==> src/hkx_pkg.sv <==
package hkx_pkg;

  localparam int unsigned HEADERS        = 9;
  localparam int unsigned MAX_HEADER_LEN = 80;
  localparam int unsigned HIDX_W         = 4;
  localparam int unsigned POS_W          = 7;
  localparam int unsigned STORE_DEPTH    = HEADERS * MAX_HEADER_LEN;
  localparam int unsigned ADDR_W         = $clog2(STORE_DEPTH);
  localparam int unsigned HSEL_W         = $clog2(HEADERS);
  localparam int unsigned KIDX_W         = $clog2(MAX_HEADER_LEN);
  localparam logic [7:0]  T_START        = 8'd7;
  localparam logic [7:0]  T_STEP         = 8'd13;

  typedef enum logic [2:0] {
    REQ_SET_LEN  = 3'd0,
    REQ_WR_BYTE  = 3'd1,
    REQ_BUILD    = 3'd2,
    REQ_DECODE   = 3'd3,
    REQ_CLEAR    = 3'd4
  } req_t;

  typedef enum logic [1:0] {
    MODE_MODEL = 2'd0,
    MODE_MEDIA = 2'd1,
    MODE_DATA  = 2'd2
  } mode_t;

  typedef enum logic [1:0] {
    ST_OK       = 2'd0,
    ST_REJECT   = 2'd1,
    ST_NO_TABLE = 2'd2
  } status_t;

  typedef enum logic [3:0] {
    S_IDLE,
    S_HASH_RD,
    S_HASH_ACC,
    S_HASH_FIN,
    S_FILL,
    S_HDR,
    S_SEED,
    S_KEY_RD,
    S_KEY_WR,
    S_DEC,
    S_RESP
  } fsm_t;

  // controller -> datapath
  typedef struct packed {
    logic build_start;
    logic hash_rd;
    logic hash_acc;
    logic fill_start;
    logic fill;
    logic seed_init;
    logic seed_step;
    logic key_rd;
    logic key_wr;
    logic hdr_next;
    logic dec;
  } cmd_t;

  // datapath -> controller
  typedef struct packed {
    logic no_table;
    logic maxlen_zero;
    logic hash_last;
    logic k_last;
    logic hdr_empty;
    logic hdr_last;
    logic seed_zero;
  } sts_t;

endpackage

==> src/hkx_ctrl.sv <==
module hkx_ctrl (
  input  logic          clk,
  input  logic          rst,
  input  logic          in_valid,
  output logic          in_ready,
  input  logic [2:0]    req_type,
  input  logic [1:0]    key_mode,
  output logic          out_valid,
  input  logic          out_ready,
  output hkx_pkg::cmd_t cmd,
  input  hkx_pkg::sts_t sts
);
  import hkx_pkg::*;

  fsm_t state, state_next;
  logic out_valid_next;

  always_ff @(posedge clk) begin
    if (rst) begin
      state     <= S_IDLE;
      out_valid <= 1'b0;
    end else begin
      state     <= state_next;
      out_valid <= out_valid_next;
    end
  end

  always_comb begin
    state_next     = state;
    out_valid_next = out_valid && !out_ready;
    cmd            = '0;
    in_ready       = 1'b0;
    unique case (state)
      S_IDLE: begin
        in_ready = !out_valid || out_ready;
        if (in_valid && in_ready) begin
          if (req_type == REQ_BUILD && key_mode <= MODE_DATA && !sts.no_table) begin
            cmd.build_start = 1'b1;
            state_next = sts.maxlen_zero ? S_FILL : S_HASH_RD;
          end else if (req_type == REQ_DECODE) begin
            state_next = S_DEC;
          end else begin
            out_valid_next = 1'b1;
          end
        end
      end
      S_HASH_RD: begin
        cmd.hash_rd = 1'b1;
        state_next = sts.hash_last ? S_HASH_FIN : S_HASH_ACC;
      end
      S_HASH_ACC: begin
        cmd.hash_acc = 1'b1;
        state_next = S_HASH_RD;
      end
      S_HASH_FIN: begin
        cmd.hash_acc   = 1'b1;
        cmd.fill_start = 1'b1;
        state_next = S_FILL;
      end
      S_FILL: begin
        cmd.fill = 1'b1;
        if (sts.k_last) state_next = S_HDR;
      end
      S_HDR: begin
        if (sts.hdr_empty) begin
          if (sts.hdr_last) state_next = S_RESP;
          else cmd.hdr_next = 1'b1;
        end else begin
          cmd.seed_init = 1'b1;
          state_next = S_SEED;
        end
      end
      S_SEED: begin
        if (sts.seed_zero) state_next = S_KEY_RD;
        else cmd.seed_step = 1'b1;
      end
      S_KEY_RD: begin
        cmd.key_rd = 1'b1;
        state_next = S_KEY_WR;
      end
      S_KEY_WR: begin
        cmd.key_wr = 1'b1;
        if (!sts.k_last) begin
          state_next = S_KEY_RD;
        end else if (sts.hdr_last) begin
          state_next = S_RESP;
        end else begin
          cmd.hdr_next = 1'b1;
          state_next = S_HDR;
        end
      end
      S_DEC: begin
        cmd.dec = 1'b1;
        out_valid_next = 1'b1;
        state_next = S_IDLE;
      end
      S_RESP: begin
        out_valid_next = 1'b1;
        state_next = S_IDLE;
      end
      default: begin
        state_next = S_IDLE;
      end
    endcase
  end
endmodule

==> config.mk <==
export PLATFORM = sky130hd
export DESIGN_NAME = hkx_ctrl
export DESIGN_NICKNAME = d
export VERILOG_FILES = /design/src/hkx_pkg.sv /design/src/hkx_ctrl.sv
export SDC_FILE = /design/constraint.sdc
export NUM_CORES = 1
export LEC_CHECK = 0
export BUFFER_PORTS_ARGS = -buffer_cell sky130_fd_sc_hd__clkbuf_2
export CAP_MARGIN = 10
export CORE_AREA = 8 8 45 47
export DETAILED_ROUTE_END_ITERATION = 6
export DIE_AREA = 0 0 53 55
export PLACE_DENSITY = 0.69
export SYNTH_ARGS = -nofsm -noshare
export SYNTH_HDL_FRONTEND = slang
export SYNTH_SLANG_ARGS = --single-unit
==> constraint.sdc <==
create_clock -name clk -period 2.82 [get_ports clk]
set_input_delay 0.705 -clock clk [delete_from_list [all_inputs] [get_ports clk]]
set_output_delay 0.705 -clock clk [all_outputs]
set_load 0.1 [all_outputs]
[Word-level counts from Yosys, hierarchy flattened]
Index checks and enable logic that the tools add are counted.
Word-level totals
  register bits: 5
  input port bits: 16
  output and inout port bits: 13
  word-level logic and storage cells: 67
Cells by class
  order comparisons: 1
  equality and inequality tests: 17
  multiplexer cells: 35
  reduce and logical (&&, ||, !) cells: 12
Operators with widths (number)
  two-way mux 4 bit: 9
  case mux 4 bit (9 select lines): 1
  two-way mux 1 bit: 22
  equality test 4 x 3 -> 1 bit, second input constant: 4
  equality test 4 bit, second input constant: 3
  equality test 4 x 2 -> 1 bit, second input constant: 2
  equality test 3 x 2 -> 1 bit, second input constant: 2
  inequality test 2 bit, second input constant: 3
  inequality test 3 bit, second input constant: 2
  AND reduction 5 bit: 1
  equality test 4 x 1 -> 1 bit, second input constant: 1
  logical AND 1 bit: 4
  zero test 4 bit: 1
  case mux 1 bit (2 select lines): 2
  OR reduction 2 bit: 2
  zero test 1 bit: 3
  two-way mux 3 bit: 1
  <= comparator 2 bit, second input constant: 1
  logical OR 1 bit: 1

[Longest topological paths before layout]
  depth after elaboration: 6
  gate-level depth with buffers: 5
  depth with buffers taken out: 4

[Least setup slack after synthesis]
OpenSTA, ideal clock, no wires.
  path kind: register to output
  start: reg state[1]
  end: out cmd[1] in the netlist's numbering
  arrival time: 3.157 ns
  data required time: 2.115 ns
  setup slack: -1.042 ns
  cell stages (with the launch flop): 5
  buffers on the path: 0
  cell sequence: dfxtp_1 -> or4b_4 -> inv_1 -> nand2_1 -> a21oi_1
RTL lines
  from (decl): line hkx_ctrl.sv:15  | fsm_t state, state_next;
  from (signal assigned): line hkx_ctrl.sv:23  | state <= state_next;
  to (decl): line hkx_ctrl.sv:10  | output hkx_pkg::cmd_t cmd,

==> impl_metrics.json <==
{
  "nets": 116,
  "gp_congestion": 0.757,
  "endpoint_kind": "primary output",
  "yosys_warnings": 0,
  "synth_edf_count": 0,
  "die_area_mm2": 0.00292,
  "cts.clk_slew.worst_paths_ns": 0.04,
  "cpPeakStageDelay_ns": 0.63,
  "path_max_fanout": 17,
  "rsz0062_at_grt": "no",
  "insertion_delay_ns": 0.23,
  "period_needed_ns": 2.61,
  "htree_levels": 1,
  "post_cts_resized": 0,
  "port_buffers": 28,
  "pre_cts_ws_ns": 0.454,
  "async_reset_ff_frac": 0,
  "antenna_left": 0,
  "outcome": "finished, final reports clean",
  "ir_worst_vdd_v": 0.000748,
  "relSlewSlack": 0.637,
  "setup_viol": 0,
  "slew_violations": 0,
  "post_route_cells_drive_above_1_share": 0.424,
  "worst-slew-pin-transition_ns": 0.546,
  "ys_seq_elements": 5,
  "fin_skew_ns": 0.000774,
  "die_w_um": 53,
  "num_rows": 14,
  "worst_setup_path_start_kind": "flip-flop",
  "synth_common_cells": "nand2_1 (6), nor2_1 (6), dfxtp_1 (5), nor2b_1 (5), and3_1 (4)",
  "cp.arrival_ns": 1.91,
  "postCtsHoldBufs": 0,
  "grt_max_degree": 18,
  "finalPower_mw": 0.869,
  "fmax_ghz": 0.383,
  "wl_met2_um": 693,
  "synth_nets": 84,
  "seqCellArea_um2": 100,
  "clk_path_buf_depth": 2,
  "fin_crit_sh": 0.926,
  "setup_ws_ns": 0.209,
  "leakage_nw": 0.359,
  "crit_slowest_cell": "or4b_4",
  "postPlaceCellArea_um2": 721,
  "n_antenna_cell": 0,
  "drtPass1Iterations": 4,
  "dieHeight_um": 55,
  "path_class": "reg2out",
  "synth_top_area_frac": 0.205,
  "cts_tree": "yes",
  "drcViolationCount": 0,
  "synthTopCellsByArea": "dfxtp_1 (20%), nor2b_1 (6.4%), and3_1 (5.1%), nand2_1 (4.6%), nor2_1 (4.6%)",
  "core_mm2": 0.00138,
  "finish.utilization": 0.540,
  "wl_met1_um": 649,
  "vias": 582,
  "maxUsedRoutingLayer": "met3",
  "synth_cells": 68,
  "start_util": 0.354,
  "crit_family": "simple AND/OR/NAND/NOR gates",
  "place_hpwl_um": 1250,
  "cp.required_ns": 2.12,
  "crit_chain": "or4b_4, inv_1, clkbuf_2",
  "cts_setup_buffers": 0,
  "cts_root_buf": "clkbuf_4",
  "via_per_inst": 5.06,
  "cts_buffers": 3,
  "whs_ns": 0.554,
  "powerDensity_mw_per_mm2": 1160,
  "final_area_um2": 747,
  "cts.sinks": 5,
  "route.met3.wl_um": 155,
  "initialDrtViolationCount": 9,
  "yosysUniqueCellTypes": 34,
  "grt_antenna_before_repair": 0,
  "max-cap-violations": 0,
  "pin_count": 29,
  "grt_first_pass_wirelength_um": 2290,
  "nFillCells": 135,
  "routed_wl_um": 1500,
  "syn_area_per_cell_um2": 7.19,
  "multi_input_area_um2": 397,
  "synth_top_area_cell": "dfxtp_1",
  "hold_path.class": "reg2reg",
  "wire_per_inst_um": 13.0,
  "ys_seq_area_frac": 0.205,
  "critPathBufInv": 2,
  "ys.flop_type": "dfxtp_1",
  "grt_util_all_layers": 0.102,
  "synth_area_um2": 489,
  "finalHoldViolations": 0,
  "grt_overflow": 0,
  "grt_pass1_vias": 551,
  "area_growth_pct": 52.7
}
[stage by stage]
step	cells	TNS, ns
floorplan	68	-0.461
global placement	111	0
detailed placement	111	0
CTS	115	0
global route	115	0
finish	115	0
[kinds of logic after synthesis]
kind of cell,Yosys count,share of synthesized area
AND/OR/NAND/NOR,41,0.499
AO/OA/AOI/OAI,16,0.240
flip-flops,5,0.205
buffers and inverters,5,0.0384
XOR/XNOR,1,0.0179
[where the power goes]
| part | switching (mW) | internal (mW) | total (mW) |
|---|---|---|---|
| clock | 0.0260 | 0.0533 | 0.0793 |
| combinational | 0.438 | 0.209 | 0.647 |
| sequential | 0.0501 | 0.0931 | 0.143 |
| total | 0.514 | 0.355 | 0.869 |
[metal layers]
metal | vias to the layer above | global-route usage
met1 | 249 | 0.108
met4 | 0 | 0.0517
li1 | 310 | -
met5 | - | 0
met2 | 23 | 0.180
met3 | 0 | 0.0294
[worst min-delay path, delay by kind of cell (launching register included)]
family / cells / cell delay [ns]
DFF: 1 / 0.30
AOI/OAI and AO/OA: 1 / 0.09
and+or+nand+nor: 1 / 0.11
[final timing paths]
kind	cells past startpoint	endpoint	slack, ns	from
setup reg to reg	4	state[0]	1.04	state[1]
setup / recovery	3	cmd[2]	0.21	state[1]
hold / removal	2	out_valid	0.55	out_valid
hold reg to reg	2	out_valid	0.55	out_valid
[final cells by class]
class / instances / share of cell area
multi-input cells: 58 / 0.531
flip-flops and latches: 5 / 0.134
inverters: 3 / 0.0151
repair buffers: 29 / 0.258
well taps: 16 / 0.0268
clock buffers: 4 / 0.0352
[placed cells by master (no fill, tap or decap), types with 2 or more instances in the layout]
| cell type | n |
|---|---|
| a31oi_1 | 2 |
| and2_1 | 2 |
| and3_1 | 3 |
| buf_12 | 3 |
| clkbuf_2 | 25 |
| clkbuf_4 | 3 |
| dfxtp_1 | 5 |
| inv_1 | 3 |
| nand2_1 | 6 |
| nand2b_1 | 2 |
| nand3_1 | 2 |
| nor2_1 | 5 |
| nor2b_1 | 5 |
| nor3_1 | 2 |
| o21ai_0 | 3 |
[registers in the layout (all words and copies together), names as in the netlist]
| register | count |
|---|---|
| state | 4 |
| out_valid | 1 |
No activity file was read; power rests on OpenSTA's default activity.
